**src/hw/rtl/itlp_pkg.sv**
```systemverilog
`timescale 1ns / 1ps
// ----------------------------------------------------------------------------
// itlp_pkg
// shared types and constants of the ipv4 text line parser
// ----------------------------------------------------------------------------
package itlp_pkg;

    localparam int CH_W       = 8;
    localparam int LEN_W      = 12;
    localparam int ADDR_W     = 32;
    localparam int STAT_W     = 2;
    localparam int MAX_DIGITS = 31;
    localparam logic [LEN_W-1:0] MAX_LENGTH_RST = LEN_W'(256);

    // special bytes
    localparam logic [CH_W-1:0] CH_NUL  = 8'h00;
    localparam logic [CH_W-1:0] CH_DOT  = 8'h2E;
    localparam logic [CH_W-1:0] CH_ZERO = 8'h30;
    localparam logic [CH_W-1:0] CH_NINE = 8'h39;
    localparam logic [CH_W-1:0] CH_TAB  = 8'h09;
    localparam logic [CH_W-1:0] CH_CR   = 8'h0D;
    localparam logic [CH_W-1:0] CH_SP   = 8'h20;

    // field packing shifts
    localparam int SH_F1 = 24;
    localparam int SH_F2 = 16;
    localparam int SH_F3 = 8;

    typedef enum logic [2:0] {
        PH_DONE = 3'd0,
        PH_SKIP = 3'd1,
        PH_F1   = 3'd2,
        PH_F2   = 3'd3,
        PH_F3   = 3'd4,
        PH_F4   = 3'd5
    } t_phase;

    typedef enum logic [STAT_W-1:0] {
        ST_VALID   = 2'd0,
        ST_INVALID = 2'd1,
        ST_IGNORE  = 2'd2
    } t_status;

    // registered input word handed to the parse core
    typedef struct packed {
        logic            vld;
        logic [CH_W-1:0] ch;
        logic            first_of_line;
    } t_byte_word;

    // registered result handed back to the output channel
    typedef struct packed {
        logic              vld;
        logic [ADDR_W-1:0] address;
        t_status           status;
    } t_result;

    function automatic logic is_ws(input logic [CH_W-1:0] c);
        return (c == CH_SP) || ((c >= CH_TAB) && (c <= CH_CR));
    endfunction

endpackage

```
**src/hw/rtl/itlp_in_if.sv**
```systemverilog
`timescale 1ns / 1ps
// ----------------------------------------------------------------------------
// itlp_in_if
// byte channel: one text byte and its line start mark per word
// ----------------------------------------------------------------------------
interface itlp_in_if;
    logic                     valid;
    logic                     ready;
    logic [itlp_pkg::CH_W-1:0] ch;
    logic                     first_of_line;

    modport source (output valid, output ch, output first_of_line, input ready);
    modport sink   (input valid, input ch, input first_of_line, output ready);
endinterface

```
**src/hw/rtl/itlp_out_if.sv**
```systemverilog
`timescale 1ns / 1ps
// ----------------------------------------------------------------------------
// itlp_out_if
// result channel: parsed address and status per word
// ----------------------------------------------------------------------------
interface itlp_out_if;
    logic                         valid;
    logic                         ready;
    logic [itlp_pkg::ADDR_W-1:0]  address;
    logic [itlp_pkg::STAT_W-1:0]  status;

    modport source (output valid, output address, output status, input ready);
    modport sink   (input valid, input address, input status, output ready);
endinterface

```
**src/hw/rtl/itlp_in_reg.sv**
```systemverilog
`timescale 1ns / 1ps
// ----------------------------------------------------------------------------
// itlp_in_reg
// input register stage of the byte channel
// ----------------------------------------------------------------------------
module itlp_in_reg (
    input  logic                     i_clk,
    input  logic                     i_rst_n,
    input  logic                     i_valid,
    output logic                     o_ready,
    input  logic [itlp_pkg::CH_W-1:0] i_ch,
    input  logic                     i_first_of_line,
    input  logic                     i_adv,
    output itlp_pkg::t_byte_word     o_word
);
    import itlp_pkg::*;

    logic            r_vld;
    logic [CH_W-1:0] r_ch;
    logic            r_fol;

    // free when empty or when the held word is taken this cycle
    assign o_ready = !r_vld || i_adv;

    // valid flag
    always_ff @(posedge i_clk) begin
        if (!i_rst_n) begin
            r_vld <= 1'b0;
        end else if (o_ready) begin
            r_vld <= i_valid;
        end
    end

    // payload
    always_ff @(posedge i_clk) begin
        if (o_ready && i_valid) begin
            r_ch  <= i_ch;
            r_fol <= i_first_of_line;
        end
    end

    assign o_word.vld           = r_vld;
    assign o_word.ch            = r_ch;
    assign o_word.first_of_line = r_fol;
endmodule

```
**src/hw/rtl/itlp_core.sv**
```systemverilog
`timescale 1ns / 1ps
// ----------------------------------------------------------------------------
// itlp_core
// per-byte parse step, line state and result register
// ----------------------------------------------------------------------------
module itlp_core #(
    parameter int MAX_DIGITS = itlp_pkg::MAX_DIGITS
) (
    input  logic                       i_clk,
    input  logic                       i_rst_n,
    input  logic [itlp_pkg::LEN_W-1:0] i_max_length,
    input  itlp_pkg::t_byte_word       i_word,
    output logic                       o_adv,
    input  logic                       i_out_ready,
    output itlp_pkg::t_result          o_res
);
    import itlp_pkg::*;

    localparam int DC_W = $clog2(MAX_DIGITS + 1);
    localparam logic [DC_W-1:0] DC_MAX = DC_W'(MAX_DIGITS);

    t_phase             r_phase, n_phase;
    logic [LEN_W-1:0]   r_budget, n_budget;
    logic [DC_W-1:0]    r_dc, n_dc;
    logic [ADDR_W-1:0]  r_acc, n_acc;
    logic [ADDR_W-1:0]  r_part, n_part;
    logic               r_out_vld;
    logic [ADDR_W-1:0]  r_out_addr;
    t_status            r_out_stat;

    logic               take;
    logic               emit;
    t_status            res_stat;
    logic [ADDR_W-1:0]  res_addr;
    logic [LEN_W-1:0]   bud_dec;
    logic [ADDR_W-1:0]  acc_base;
    logic [ADDR_W+3:0]  acc_mul;
    logic [ADDR_W-1:0]  acc_sat;
    logic               in_field;
    logic [CH_W-1:0]    c;

    assign o_adv = !r_out_vld || i_out_ready;
    assign take  = i_word.vld && o_adv;
    assign c     = i_word.ch;

    // field value before this byte; a line start clears it
    assign acc_base = i_word.first_of_line ? '0 : r_acc;

    // accumulate one decimal digit, saturating at all ones
    always_comb begin
        acc_mul = ({4'b0, acc_base} << 3) + ({4'b0, acc_base} << 1)
                + {{(ADDR_W){1'b0}}, c[3:0]};
        acc_sat = (acc_mul[ADDR_W+3:ADDR_W] != 4'b0) ? {ADDR_W{1'b1}}
                                                     : acc_mul[ADDR_W-1:0];
    end

    // parse step on the held byte
    always_comb begin
        n_phase  = r_phase;
        n_budget = r_budget;
        n_dc     = r_dc;
        n_acc    = r_acc;
        n_part   = r_part;
        emit     = 1'b0;
        res_stat = ST_INVALID;
        res_addr = '0;
        in_field = 1'b0;
        bud_dec  = '0;
        if (i_word.first_of_line) begin
            n_phase  = PH_SKIP;
            n_budget = i_max_length;
            n_dc     = '0;
            n_acc    = '0;
            n_part   = '0;
        end
        bud_dec = n_budget - LEN_W'(1);
        unique case (n_phase)
            PH_DONE: begin
            end
            PH_SKIP: begin
                if (n_budget == '0) begin
                    emit     = 1'b1;
                    res_stat = ST_IGNORE;
                end else if (is_ws(c)) begin
                    n_budget = bud_dec;
                    if (bud_dec == '0) begin
                        emit     = 1'b1;
                        res_stat = ST_IGNORE;
                    end
                end else if (c == CH_NUL) begin
                    emit     = 1'b1;
                    res_stat = ST_IGNORE;
                end else begin
                    n_phase  = PH_F1;
                    n_dc     = '0;
                    in_field = 1'b1;
                end
            end
            PH_F1, PH_F2, PH_F3, PH_F4: begin
                in_field = 1'b1;
            end
            default: begin
            end
        endcase

        if (in_field) begin
            if (n_budget == '0) begin
                emit = 1'b1;
            end else if ((n_phase != PH_F4) && (c == CH_DOT)) begin
                if (n_dc == '0) begin
                    emit = 1'b1;
                end else begin
                    // fold finished field into the packed address
                    case (n_phase)
                        PH_F1:   n_part = n_part | (n_acc << SH_F1);
                        PH_F2:   n_part = n_part | (n_acc << SH_F2);
                        default: n_part = n_part | (n_acc << SH_F3);
                    endcase
                    n_phase = t_phase'(n_phase + 3'd1);
                    n_dc    = '0;
                    n_acc   = '0;
                end
            end else if ((n_phase == PH_F4) && ((c == CH_NUL) || is_ws(c))) begin
                emit = 1'b1;
                if (n_dc != '0) begin
                    res_stat = ST_VALID;
                    res_addr = n_part | n_acc;
                end
            end else if ((c < CH_ZERO) || (c > CH_NINE)) begin
                emit = 1'b1;
            end else if (n_dc >= DC_MAX) begin
                emit = 1'b1;
            end else begin
                n_acc    = acc_sat;
                n_dc     = n_dc + DC_W'(1);
                n_budget = bud_dec;
                if (bud_dec == '0) begin
                    emit = 1'b1;
                end
            end
        end

        if (emit) begin
            n_phase = PH_DONE;
        end
    end

    // line state
    always_ff @(posedge i_clk) begin
        if (!i_rst_n) begin
            r_phase  <= PH_DONE;
            r_budget <= '0;
            r_dc     <= '0;
            r_acc    <= '0;
            r_part   <= '0;
        end else if (take) begin
            r_phase  <= n_phase;
            r_budget <= n_budget;
            r_dc     <= n_dc;
            r_acc    <= n_acc;
            r_part   <= n_part;
        end
    end

    // result register valid
    always_ff @(posedge i_clk) begin
        if (!i_rst_n) begin
            r_out_vld <= 1'b0;
        end else if (o_adv) begin
            r_out_vld <= take && emit;
        end
    end

    // result register payload
    always_ff @(posedge i_clk) begin
        if (take && emit) begin
            r_out_addr <= res_addr;
            r_out_stat <= res_stat;
        end
    end

    assign o_res.vld     = r_out_vld;
    assign o_res.address = r_out_addr;
    assign o_res.status  = r_out_stat;

`ifndef SYNTHESIS
    // only a valid result carries an address
    a_addr_zero: assert property (@(posedge i_clk) disable iff (!i_rst_n)
        (r_out_vld && (r_out_stat != ST_VALID)) |-> (r_out_addr == '0))
        else $error("nonzero address on a result that is not valid");

    // a decision closes the line
    a_done_after_emit: assert property (@(posedge i_clk) disable iff (!i_rst_n)
        (take && emit) |=> (r_phase == PH_DONE) && r_out_vld)
        else $error("line still open after a result");

    // digit count stays within the limit
    a_dc_limit: assert property (@(posedge i_clk) disable iff (!i_rst_n)
        r_dc <= DC_MAX)
        else $error("digit count above limit");
`endif
endmodule

```
**src/hw/rtl/ipv4_text_line_parser.sv**
```systemverilog
`timescale 1ns / 1ps
// ----------------------------------------------------------------------------
// ipv4_text_line_parser
// parses a text line, one byte per word, into a dotted-quad ipv4 address
//
//   channel   dir   word contents
//   i_in      in    ch[7:0], first_of_line
//   o_out     out   address[31:0], status[1:0] (0 valid, 1 invalid, 2 ignore)
//   i_cfg_*   in    max_length[11:0], write when i_cfg_we is high
//
// one byte word is taken every cycle unless the result register stalls;
// the parse step sits between the input register and the result register.
// at most one result word per line.
// the input stays ready while the result register is empty or being taken.
// synchronous active-low reset; max_length resets to 256.
// ----------------------------------------------------------------------------
module ipv4_text_line_parser #(
    parameter int MAX_DIGITS = itlp_pkg::MAX_DIGITS
) (
    input  logic                       i_clk,
    input  logic                       i_rst_n,
    itlp_in_if.sink                    i_in,
    itlp_out_if.source                 o_out,
    input  logic                       i_cfg_we,
    input  logic [itlp_pkg::LEN_W-1:0] i_cfg_wdata
);
    import itlp_pkg::*;

    logic [LEN_W-1:0] r_max_length;
    t_byte_word       word;
    t_result          res;
    logic             adv;

    // line budget register
    always_ff @(posedge i_clk) begin
        if (!i_rst_n) begin
            r_max_length <= MAX_LENGTH_RST;
        end else if (i_cfg_we) begin
            r_max_length <= i_cfg_wdata;
        end
    end

    itlp_in_reg u_in_reg (
        .i_clk           (i_clk),
        .i_rst_n         (i_rst_n),
        .i_valid         (i_in.valid),
        .o_ready         (i_in.ready),
        .i_ch            (i_in.ch),
        .i_first_of_line (i_in.first_of_line),
        .i_adv           (adv),
        .o_word          (word)
    );

    itlp_core #(
        .MAX_DIGITS (MAX_DIGITS)
    ) u_core (
        .i_clk        (i_clk),
        .i_rst_n      (i_rst_n),
        .i_max_length (r_max_length),
        .i_word       (word),
        .o_adv        (adv),
        .i_out_ready  (o_out.ready),
        .o_res        (res)
    );

    // result channel
    assign o_out.valid   = res.vld;
    assign o_out.address = res.address;
    assign o_out.status  = res.status;
endmodule
```
**src/flat_wrapper.sv**
```systemverilog
// flat-port wrapper written by rule: the top's interface ports become plain ports
module ipv4_text_line_parser_flat import itlp_pkg::*;
#(
    parameter int MAX_DIGITS = itlp_pkg::MAX_DIGITS
)
  (i_clk, i_rst_n, i_cfg_we, i_cfg_wdata, i_in_valid, i_in_ch, i_in_first_of_line, i_in_ready, o_out_valid, o_out_address, o_out_status, o_out_ready);
  itlp_in_if i_in_i ();
  itlp_out_if o_out_i ();
  input  logic i_clk;
  input  logic i_rst_n;
  input  logic i_cfg_we;
  input  logic [itlp_pkg::LEN_W-1:0] i_cfg_wdata;
  input wire logic [$bits(i_in_i.valid)-1:0] i_in_valid;
  input wire logic [$bits(i_in_i.ch)-1:0] i_in_ch;
  input wire logic [$bits(i_in_i.first_of_line)-1:0] i_in_first_of_line;
  output wire logic [$bits(i_in_i.ready)-1:0] i_in_ready;
  output wire logic [$bits(o_out_i.valid)-1:0] o_out_valid;
  output wire logic [$bits(o_out_i.address)-1:0] o_out_address;
  output wire logic [$bits(o_out_i.status)-1:0] o_out_status;
  input wire logic [$bits(o_out_i.ready)-1:0] o_out_ready;
  assign i_in_i.valid = i_in_valid;
  assign i_in_i.ch = i_in_ch;
  assign i_in_i.first_of_line = i_in_first_of_line;
  assign i_in_ready = i_in_i.ready;
  assign o_out_valid = o_out_i.valid;
  assign o_out_address = o_out_i.address;
  assign o_out_status = o_out_i.status;
  assign o_out_i.ready = o_out_ready;
  ipv4_text_line_parser #(.MAX_DIGITS(MAX_DIGITS)) u_core (.i_clk(i_clk), .i_rst_n(i_rst_n), .i_in(i_in_i), .o_out(o_out_i), .i_cfg_we(i_cfg_we), .i_cfg_wdata(i_cfg_wdata));
endmodule
```
**config.mk**
```make
export PLATFORM = sky130hd
export DESIGN_NAME = ipv4_text_line_parser_flat
export DESIGN_NICKNAME = d
export VERILOG_FILES = /design/src/hw/rtl/itlp_pkg.sv /design/src/hw/rtl/itlp_in_if.sv /design/src/hw/rtl/itlp_out_if.sv /design/src/hw/rtl/itlp_in_reg.sv /design/src/hw/rtl/itlp_core.sv /design/src/hw/rtl/ipv4_text_line_parser.sv /design/src/flat_wrapper.sv
export SDC_FILE = /design/constraint.sdc
export NUM_CORES = 1
export LEC_CHECK = 0
export ABC_AREA = 1
export ABC_CLOCK_PERIOD_IN_PS = 4800
export BUFFER_PORTS_ARGS = -buffer_cell sky130_fd_sc_hd__buf_2
export CORE_MARGIN = 5
export CORE_UTILIZATION = 45
export DETAILED_ROUTE_END_ITERATION = 10
export HOLD_SLACK_MARGIN = 0.02
export PLACE_DENSITY = 0.61
export SYNTH_ARGS = -nofsm -noshare
export SYNTH_HDL_FRONTEND = slang
export SYNTH_HIERARCHICAL = 1
export SYNTH_SLANG_ARGS = --single-unit
export TNS_END_PERCENT = 5
```
**constraint.sdc**
```tcl
create_clock -name i_clk -period 4.8 [get_ports i_clk]
set_clock_uncertainty 0.05 [all_clocks]
set_input_delay 0.96 -clock i_clk [delete_from_list [all_inputs] [get_ports i_clk]]
set_output_delay 0.96 -clock i_clk [all_outputs]
set_load 0.02 [all_outputs]
```
Word-level counts from Yosys, hierarchy flattened
Cells that the tools add are included.
{"block": "classes", "muxes": 74, "n_addsub": 5, "n_lt_le_gt_ge": 5, "n_reduce_logical": 22, "bitwise": 7, "n_eq_ne": 11}
{"cell": "two-way mux 32 bit", "n": 14}
{"cell": "OR 32 bit", "n": 4}
{"cell": "two-way mux 12 bit", "n": 10}
{"cell": "one-hot mux 32 bit (2 select lines)", "n": 1}
{"cell": "two-way mux 5 bit", "n": 12}
{"cell": "adder 35 x 33 -> 36 bit", "n": 1}
{"cell": "adder 36 x 4 -> 36 bit", "n": 1}
{"cell": "logical NOT 12 bit", "n": 3}
{"cell": "two-way mux 3 bit", "n": 10}
{"cell": "two-way mux 2 bit", "n": 10}
{"cell": "== test 8 x 6 -> 1 bit, second input constant", "n": 2}
{"cell": "two-way mux 1 bit", "n": 16}
{"cell": "== test 3 x 2 -> 1 bit, second input constant", "n": 4}
{"cell": "subtractor 12 x 1 -> 12 bit, second input constant", "n": 1}
{"cell": "== test 3 bit, second input constant", "n": 3}
{"cell": "greater-or-equal comparator 8 x 4 -> 1 bit, second input constant", "n": 1}
{"cell": "greater-than comparator 8 x 6 -> 1 bit, second input constant", "n": 1}
{"cell": "less-or-equal comparator 8 x 4 -> 1 bit, second input constant", "n": 1}
{"cell": "logical NOT 8 bit", "n": 1}
{"cell": "< comparator 8 x 6 -> 1 bit, second input constant", "n": 1}
{"cell": "logical AND 1 bit", "n": 6}
{"cell": "adder 5 x 1 -> 5 bit, second input constant", "n": 1}
{"cell": "greater-or-equal comparator 5 bit, second input constant", "n": 1}
{"cell": "logical NOT 5 bit", "n": 1}
{"cell": "other kinds (11)", "n": 18}
{"block": "totals", "in_bits": 26, "elab_cells": 136, "regBits": 141, "out_inout_bits": 36}

Longest topological paths before layout
Gate-level depths: netlist (run 1).
{"block": "logic_depth", "word_depth": 15, "mapped_depth": 29}

Hierarchy
The synthesis (run 1) kept the hierarchy.
{"module": "itlp_core", "instances": 1, "seq_area_each_um2": 2722.6, "area_per_inst_um2": 9751.9, "cells_per_inst": 1491}
{"module": "ipv4_text_line_parser", "instances": 1, "seq_area_each_um2": 240.2, "area_per_inst_um2": 490.5, "cells_per_inst": 74}
{"module": "itlp_in_reg", "instances": 1, "seq_area_each_um2": 290.3, "area_per_inst_um2": 336.6, "cells_per_inst": 18}

Worst setup path before layout (run 1)
Ideal clock, no wire load.
{"block": "synth_timing", "kind": "flip-flop to flip-flop", "startpoint": "register u_core.u_in_reg.r_fol", "endpoint": "register u_core.u_core.r_acc[12]", "slack_ns": 0.544, "required_time_ns": 4.618, "stages_incl_launch_ff": 28, "n_path_buf": 8, "arrival_ns": 4.074, "cell_sequence": "edfxtp_1 -> buf_4 -> buf_6 -> inv_4 -> buf_6 -> buf_6 -> clkbuf_1 -> clkbuf_1 -> clkbuf_1 -> nand2_1 -> inv_1 -> ha_1 -> ha_1 -> nand2_1 -> nor2_1 -> inv_1 -> nor3_1 -> and3b_1 -> nand2_1 -> nand3_1 -> nand2_1 -> nor2_1 -> nand3_2 -> buf_2 -> o21ai_0 -> nand3_1 -> nand2_1 -> a21oi_1"}
{"block": "synth_between", "elab_chain_cells": 12, "elab_cells_between_ends": 43, "classes_between": "add/sub: 3; order compare: 1; eq/ne: 7; mux: 25; reduce/logical: 7"}
{"element": "from (decl)", "line_no": "itlp_in_reg.sv:20", "text": "logic r_fol;"}
{"element": "from (signal assigned)", "line_no": "itlp_in_reg.sv:38", "text": "r_fol <= i_first_of_line;"}
{"element": "parallel branches: the longest is 11 deep, another holds adder 35 x 33 -> 36 bit"}
{"element": "two-way mux 32 bit *", "line_no": "itlp_core.sv:106", "text": "if (in_field) begin"}
{"element": "to (signal assigned)", "line_no": "itlp_core.sv:160", "text": "r_acc <= n_acc;"}
{"element": "to (decl)", "line_no": "itlp_core.sv:25", "text": "logic [ADDR_W-1:0] r_acc, n_acc;"}
Mark *: on every way between the ends.
A chain may end at the register's enable or synchronous reset.

Worst setup path in the final report (run 1)
{"block": "layout_timing", "startpoint": "register u_core.u_in_reg.r_fol", "endpoint": "register u_core.u_core.r_acc[3]"}
Same word-level chain as after synthesis.

==> metrics list, run 1 <==
* Outcome: finished, final reports clean
- At the worst endpoint, the arrival time is roughly 4.7 ns.
- Count of flip-flops with a built-in enable after synthesis: 43
- Initial core utilization: 0.453
* Main combinational cell family by area after synthesis: simple AND/OR/NAND/NOR gates
- Total number of vias: 10590
- Of the synthesized area, sequential elements account for 0.308.
- Worst-path clk slew: around 0.060 ns
- Fin crit period: between 4 and 5 ns
- For the worst setup path, the data required time is around 5 ns.
- Cell area power density: between 200 and 300 nW/um^2
* Initial DRC count: just over 800
- Mapped Area: around 11000 um^2
* Count of inserted antenna diode cells: 0
- The clock tree synthesis step divided the H-tree into 4 levels.
* Worst hold path depth: 2
- After global routing the overflow that remains totals 0.
* Total of warnings raised by yosys: 6
- Pre-CTS WS: ~0.14 ns
- The critical path is of the flip-flop to flip-flop type.
* Max-slew headroom: 0.295
* Die span in y: ~160 um
* Setup crit start kind: flip-flop
- The most used flip-flop cell after synthesis is sky130_fd_sc_hd__dfxtp_1.
- Delay of the slowest cell on the worst path: 0.47 ns
- FMAX: between 200 and 250 MHz
* Reported leakage power: 5.61 nW
* Final Slew Violations: 0
- The share of total power dissipated in the clock network is 0.421.
- The floorplan step defined a core boundary enclosing 23300 um^2.
* Share of synthesized area spent on multiplexers: 0
* Number of global-route vias before repair: 9890
* Slew at the pin closest to its max-slew limit: ~1.1 ns
- In this run the critical register-to-register path is launched from u_core/u_in_reg/r_fol.
- The fraction of the mapped netlist area in compound gates is 0.178.
* DRT antenna net count: 0
- Entering global routing, the biggest net connects between 80 and 90 pins.
- Finished Cell Area: about 12000 um^2
* Post-Synth XOR/XNOR Area: 0.0232
- Combinational fraction of design power: 0.163
- Synthesis produced between 1500 and 2000 cells.
- In the final layout, the share of cells above drive strength 1 is 0.113.
* Reg2Reg Depth: 23
- Register-to-register path setup slack: 0.30 ns
- Of the total synthesized cell area, the portion taken by AND, OR, NAND and NOR gates is 0.306.
* CTS sink cnt: ~140
- Final hold analysis gives a worst-case slack of 0.401 ns.
- The worst-case IR drop observed on VDD is ~0.00019 V.
* Worst reg2reg endpoint: u_core/u_core/r_acc[3]
* Final count of hold timing violations: 0
* Leading cell types in the layout, fill and taps excluded: sky130_fd_sc_hd__nand2_1 (426), sky130_fd_sc_hd__a21oi_1 (190), sky130_fd_sc_hd__inv_1 (157), sky130_fd_sc_hd__nor2_1 (148), sky130_fd_sc_hd__nand3_1 (105)
- Detailed Place HPWL: about 25000 um
- Number of I/O pins: 62
- Fraction of the mapped netlist area in adder cells: 0.0894
* Global routing usage on met1: 0.337
- The internal power of the cells totals 2.18 mW.
- Dividing the synthesized area by the synthesized cell count gives ~6.7 um^2.
- For this run, the detailed router's first-pass iteration total came to 5.
* Count of cell types in the netlist: 50
- Endpoints failing setup: 0
- At the end of routability-driven placement, the weighted congestion stood at around 0.95.
- IO buf count: 61
- Met3 GRT Util: 0.0351
- In the final routed layout, each cell accounts on average for about 17 um.
- Clock tree synthesis inserted a total of 17 buffers.
* Net count of the mapped netlist: roughly 1700
* Crit-path most repeated cell: sky130_fd_sc_hd__nand2_1
- STA classifies the critical path endpoint as a flip-flop.
* Antenna violations before repair: 0
- Total die area: around 27000 um^2
* Max stage delay cell, worst path: sky130_fd_sc_hd__fa_1
- Overall track demand over capacity in global routing: 0.249
- In this run the power spent charging and discharging nets is just over 0.9 mW.
- Capturing instance or port of the critical path: u_core/u_core/r_acc[3]
- After routing, the total negative slack on setup checks comes to 0 ns.
* Async set-or-reset flop fraction in the synthesized netlist: 0
* Number of maximum-capacitance violations: 0
- Setup slack on the critical path of the routed design comes to 0.295 ns.
- Of all nets on the critical path, the largest fanout is 12.
* Commonest non-fill, non-tap cell in the layout: sky130_fd_sc_hd__nand2_1
- Via count normalized by instance count: around 5.4
* TritonCTS clock tree: done
* Number of rows created at floorplan: 56
- The clock passes through at most 2 buffers.
- In this run the cell area measured after placement is around 11000 um^2.
- Critical path origin: u_core/u_in_reg/r_fol
- The min-delay analysis places its worst path in the category flip-flop to flip-flop.
* Global-route wire length before repair: around 53000 um
- In this run the most used layer during global routing was met2.
* Synthesized flop and latch total: roughly 140
- Synth-to-Final Area Change: 11.1%
- Setup repair after global routing missed its margin: false
- Later-pin clock latency in the skew report: ~0.43 ns
* Final worst-path cycle share: 0.938
* Final net count: 1727
- Walking the worst path, the cells encountered are buf_4 -> nor2_2 -> xor2_1 -> inv_1 -> ha_1 -> inv_1 -> fa_1 -> o21ai_1 -> nand3_1 -> nand2_1 -> nand2_1 -> nand2_1 -> nand2_1 -> nand3_1 -> nand2_1 -> nor2_1 -> nand3_2 -> inv_2 -> nand2_1 -> nand2_1 -> nand3_1 -> nand2_1 -> a21oi_1.
- Clock Tree Root: sky130_fd_sc_hd__clkbuf_16
- Switching fraction of total power: 0.298
- In the global route stage, met2 resource usage came out at 0.408.
- After detailed routing, the number of remaining DRC violations is 0.
* X dimension of the die: 163 um
* Total Wirelength: 33000 um
- Proportion of power drawn by flip-flops and latches: 0.416
- Post-layout util: 0.504
==> power by group through the flow <==
stage	clock (mW)	combinational (mW)	sequential [mW]
2_1_floorplan	0	0.361	1.32
3_3_place_gp	0	0.496	1.32
3_5_place_dp	0	0.498	1.32
4_1_cts	1.34	0.499	1.30
5_1_grt	1.39	0.564	1.30
6_report	1.31	0.508	1.29
==> final cells by class <==
class                           count  area (um^2)
Clock inverter                     13          140
Multi-Input combinational cell   1200         6310
Clock buffer                       19          433
Sequential cell                   141         3250
Tap cell                          319          399
Timing Repair Buffer               89          541
Fill cell                        2392        11600
Inverter                          177          671
==> what timing repair did <==
item	4_1_cts	5_1_grt
buffers inserted	0	2
endpoints found under the setup margin	0	39
gates resized for setup	0	3
hold buffers	0	0
==> synthesized netlist by cell type, types with 4 or more instances <==
cell | number | area [um^2]
sky130_fd_sc_hd__a21o_1 | 4 | 30.0
sky130_fd_sc_hd__a21oi_1 | 190 | 951
sky130_fd_sc_hd__a31oi_1 | 4 | 25.0
sky130_fd_sc_hd__a32oi_1 | 6 | 52.6
sky130_fd_sc_hd__buf_1 | 4 | 15.0
sky130_fd_sc_hd__buf_2 | 14 | 70.1
sky130_fd_sc_hd__buf_4 | 4 | 30.0
sky130_fd_sc_hd__buf_6 | 10 | 113
sky130_fd_sc_hd__clkbuf_1 | 33 | 124
sky130_fd_sc_hd__dfxtp_1 | 98 | 1960
sky130_fd_sc_hd__edfxtp_1 | 43 | 1290
sky130_fd_sc_hd__ha_1 | 74 | 926
sky130_fd_sc_hd__inv_1 | 157 | 589
sky130_fd_sc_hd__inv_2 | 16 | 60.1
sky130_fd_sc_hd__nand2_1 | 427 | 1600
sky130_fd_sc_hd__nand2_2 | 15 | 93.8
sky130_fd_sc_hd__nand3_1 | 105 | 526
sky130_fd_sc_hd__nand3_2 | 7 | 70.1
sky130_fd_sc_hd__nand3_4 | 4 | 70.1
sky130_fd_sc_hd__nand4_1 | 6 | 37.5
sky130_fd_sc_hd__nor2_1 | 149 | 559
sky130_fd_sc_hd__nor2_2 | 7 | 43.8
sky130_fd_sc_hd__nor2_4 | 4 | 45.0
sky130_fd_sc_hd__nor3_1 | 15 | 75.1
sky130_fd_sc_hd__o211ai_1 | 23 | 173
sky130_fd_sc_hd__o21ai_0 | 82 | 410
sky130_fd_sc_hd__o21ai_1 | 9 | 45.0
sky130_fd_sc_hd__o21bai_1 | 7 | 52.6
sky130_fd_sc_hd__o22ai_1 | 7 | 43.8
sky130_fd_sc_hd__or3_1 | 4 | 25.0
sky130_fd_sc_hd__xnor2_1 | 6 | 52.6
sky130_fd_sc_hd__xor2_1 | 22 | 193
==> sequential cells by signal, summed over array words and instances (netlist names), 2 cells and up <==
register                  flops
u_core/r_max_length          12
u_core/u_core/r_acc          32
u_core/u_core/r_budget       12
u_core/u_core/r_dc            5
u_core/u_core/r_out_addr     32
u_core/u_core/r_out_stat      2
u_core/u_core/r_part         32
u_core/u_core/r_phase         3
u_core/u_in_reg/r_ch          8
==> per-layer routing <==
layer  up-vias  routed length (um)
met1      4855               14900
li1       5327                   -
met4         0                 997
met2       352               15200
met3        56                2020
met5         -                   0
==> critical path, delay by kind of cell, from the launching register on <==
kind,cells,cell delay [ns]
AOI/OAI and AO/OA,2,0.39
xor gates and xnor gates,1,0.17
adders and majority gates,2,0.78
buffers and inverters,4,0.62
DFF,1,0.38
and+or+nand+nor,14,1.95
==> through the flow <==
step | instances | total power, mW
after floorplan | 1583 | 1.68
after CTS | 1956 | 3.13
final | 1958 | 3.11
after global routing | 1958 | 3.25
after detailed placement | 1924 | 1.82
after global placement | 1924 | 1.82
==> worst min-delay path by stage <==
stage                             from                 endpoint  slack [ns]
2_1_floorplan   u_core/r_max_length[8]   u_core/r_max_length[8]        0.38
3_5_place_dp   u_core/u_core/r_part[6]  u_core/u_core/r_part[6]        0.39
3_3_place_gp   u_core/u_core/r_part[4]  u_core/u_core/r_part[4]        0.39
5_1_grt        u_core/u_core/r_part[6]  u_core/u_core/r_part[6]        0.42
6_report       u_core/u_core/r_part[4]  u_core/u_core/r_part[4]        0.40
4_1_cts        u_core/u_core/r_part[6]  u_core/u_core/r_part[6]        0.40
==> cell families (layout without fill, tap and decap cells) <==
family / count (synthesis) / after routing
DFF: 141 / 141
buffers and inverters: 242 / 298
adders and majority gates: 75 / 75
xor gates and xnor gates: 28 / 28
AOI/OAI and AO/OA: 342 / 342
and+or+nand+nor: 755 / 755
(Power assumes the default switching activity.)
==> inputs of run 2 (changes only) <==
--- a/config.mk
+++ b/config.mk
@@ -6,7 +6,7 @@
 export NUM_CORES = 1
 export LEC_CHECK = 0
 export ABC_AREA = 1
-export ABC_CLOCK_PERIOD_IN_PS = 4800
+export ABC_CLOCK_PERIOD_IN_PS = 5250
 export BUFFER_PORTS_ARGS = -buffer_cell sky130_fd_sc_hd__buf_2
 export CORE_MARGIN = 5
 export CORE_UTILIZATION = 45
==> constraint.sdc (replaced) <==
create_clock -name i_clk -period 5.25 [get_ports i_clk]
set_clock_uncertainty 0.05 [all_clocks]
set_input_delay 1.05 -clock i_clk [delete_from_list [all_inputs] [get_ports i_clk]]
set_output_delay 1.05 -clock i_clk [all_outputs]
set_load 0.005 [all_outputs]
==> run 2 against run 1 <==
- cell count fell by 0.20%
- routed wire length increased by 1.6%
- critical path depth shrank 5
- setup slack better by 0.13 ns
- non-clock buffer count shrank 4
- register-to-register slack improved by 0.13 ns
- first-iteration DRC count grew 0.48%
- power is 9.7% lower
- fmax down 6.7%
- via count grew 0.21%
- sequential share of layout area rose by 0.10 points
- largest power group is now sequential cells
- highest routed layer unchanged
==> metrics list, run 2 (synthesis results as in run 1) <==
* Later-pin clock latency in the skew report: roughly 0.42 ns
- In this run the post-CTS setup repair buffer count came out at 0.
- CTS built an H-tree with a depth of 4.
- The routed design uses 15200 um of met2 wire.
- Overall power after layout: around 2.8 mW
- Data on the critical path arrives at its endpoint at approximately 5.1 ns.
* Outcome: finished, final reports clean
* Max VDD drop: around 0.00018 V
- Crit-path most repeated cell: sky130_fd_sc_hd__nand2_1
* Data required time at the worst endpoint: approximately 5.5 ns
* Die span in y: between 150 and 200 um
- The hold violation total from the final report was 0.
- The die covers around 27000 um^2.
* Number of I/O pins: 62
* IO buf count: 61
- For the final routed database, the setup TNS stands at 0 ns.
* Register Area: 3250 um^2
- Final worst-path cycle share: 0.920
- The core region is between 20000 and 25000 um^2.
* X dimension of the die: ~160 um
- Number of global-route vias before repair: a little under 10000
- In the final layout, the share of cells above drive strength 1 is 0.109.
- Setup repair after global routing missed its margin: false
- Clock Tree Root: sky130_fd_sc_hd__clkbuf_16
- Initial DRC count: 834
* Antenna violations before repair: 0
* Detailed Place HPWL: around 25000 um
- Setup violations remaining at the end of the flow were counted as 0.
- The initial utilization of the core area, before any placement, comes to 0.453.
- Critical path buffer and inverter count: 3
* Overall track demand over capacity in global routing: 0.251
* Number of gates resized after CTS: 0
- The detailed router used layers up to and including met4.
- Final Slew Violations: 0
* Hold crit path type: flip-flop to flip-flop
- Fin crit period: roughly 4.8 ns
- WS Path Type: flip-flop to flip-flop
* Commonest non-fill, non-tap cell in the layout: sky130_fd_sc_hd__nand2_1
* Count of inserted antenna diode cells: 0
* Leading cell types in the layout, fill and taps excluded: sky130_fd_sc_hd__nand2_1 (426), sky130_fd_sc_hd__a21oi_1 (190), sky130_fd_sc_hd__inv_1 (157), sky130_fd_sc_hd__nor2_1 (149), sky130_fd_sc_hd__nand3_1 (105)
- Summed over all nets, wire length on met3 after detailed routing comes to approximately 2300 um.
- Delay of the slowest cell on the worst path: about 0.56 ns
- The count of nets left with antenna violations once routing finished came out at 0.
- TritonCTS clock tree: done
- First-pass DRT Iterations: 5
- Global-route wire length before repair: ~53000 um
- After clock tree synthesis, the clock-pin slew on the worst setup and hold paths is 0.06 ns.
- Largest delay share family, worst path: simple AND/OR/NAND/NOR gates
- In this run, post-CTS hold repair placed 0 buffers.
- Max-slew headroom: 0.242
* Largest net degree at the start of global routing: around 80
* FMAX: ~210 MHz
* Total Wirelength: roughly 34000 um
* Registers with the most flip-flops: u_core/u_core/r_acc x32, u_core/u_core/r_out_addr x32, u_core/u_core/r_part x32
- The largest individual stage delay along the critical path comes from the cell sky130_fd_sc_hd__edfxtp_1.
- Via count normalized by instance count: 5.43
- Clock tree synthesis inserted a total of 17 buffers.
- Traced cell by cell, the critical path runs through inv_4 -> nand2_1 -> inv_1 -> ha_1 -> ha_1 -> nand2_1 -> nor2_1 -> nand2_1 -> o21ai_1 -> nand2_1 -> nand3_1 -> nand2_1 -> nor2_1 -> nand3_2 -> inv_2 -> nand3_1 -> o21ai_1 -> a21oi_1.
- Remaining DRCs: 0
* Number of maximum-capacitance violations: 0
* Reported leakage power: 5.58 nW
- For the pin with the worst max-slew slack, the measured transition is between 1 and 1.5 ns.
- Synth-to-Final Area Change: 10.7%
- GP Congestion: 0.941
* Max clock buf depth: 2
* Routed wirelength normalized by instance count: 17.2 um
- Final net count: 1723
- Number of rows created at floorplan: 56
- Count of filler cells inserted in the layout: about 2400
- Summing all multi-input logic gate instances after layout gives around 6300 um^2.
* CTS sink cnt: 141
- Highest net fanout along the worst path: 40
* Met1 WL: between 10000 and 15000 um
- Setup crit start kind: flip-flop
* Capturing element type of the critical path: flip-flop
- Overflow after GRT: 0
- Total number of vias: ~11000
- Power spread over the standard cell area amounts to between 200 and 250 nW/um^2.
==> run 2: worst paths after layout <==
path / start / to / slack, ns / depth (start not counted)
max: u_core/u_in_reg/r_fol / u_core/u_core/r_acc[20] / 0.42 / 18
min: u_core/u_core/r_part[1] / u_core/u_core/r_part[1] / 0.40 / 2
max reg2reg: u_core/u_in_reg/r_fol / u_core/u_core/r_acc[20] / 0.42 / 18
min reg2reg: u_core/u_core/r_part[1] / u_core/u_core/r_part[1] / 0.40 / 2
==> run 2: tightest hold or removal path, stage by stage (launching register included) <==
cell	delay, ns
sky130_fd_sc_hd__dfxtp_1	0.31
sky130_fd_sc_hd__nand3_1	0.07
sky130_fd_sc_hd__inv_1	0.03
==> run 2: per-stage QoR <==
stage / setup slack [ns] / utilization / instance area [um^2] / cells / hold WS, ns
2_1_floorplan: 0.994 / - / 10600 / 1583 / 0.378
3_3_place_gp: 0.565 / 0.477 / 11100 / 1922 / 0.389
3_5_place_dp: 0.519 / 0.477 / 11100 / 1922 / 0.393
4_1_cts: 0.505 / 0.502 / 11700 / 1954 / 0.403
5_1_grt: 0.186 / 0.502 / 11700 / 1954 / 0.419
6_report: 0.422 / 0.502 / 11700 / 1954 / 0.402
==> run 2: area by class of cell <==
class | count | share of cell area
clock buffers | 21 | 0.0394
flip-flops and latches | 141 | 0.278
repair buffers | 85 | 0.0436
multi-input cells | 1200 | 0.539
clock inverters | 11 | 0.00919
well taps | 319 | 0.0341
inverters | 177 | 0.0571
==> run 2: power breakdown <==
group          internal (mW)  total (mW)  switching (mW)
sequential              1.16        1.19          0.0267
combinational          0.134       0.454           0.320
clock                  0.685        1.17           0.486
total                   1.98        2.81           0.832
==> run 2: metal layers <==
| layer | up-vias | GRT usage |
|---|---|---|
| li1 | 5313 | - |
| met1 | 4871 | 0.334 |
| met2 | 367 | 0.401 |
| met3 | 61 | 0.0520 |
| met4 | 0 | 0.0968 |
| met5 | - | 0 |
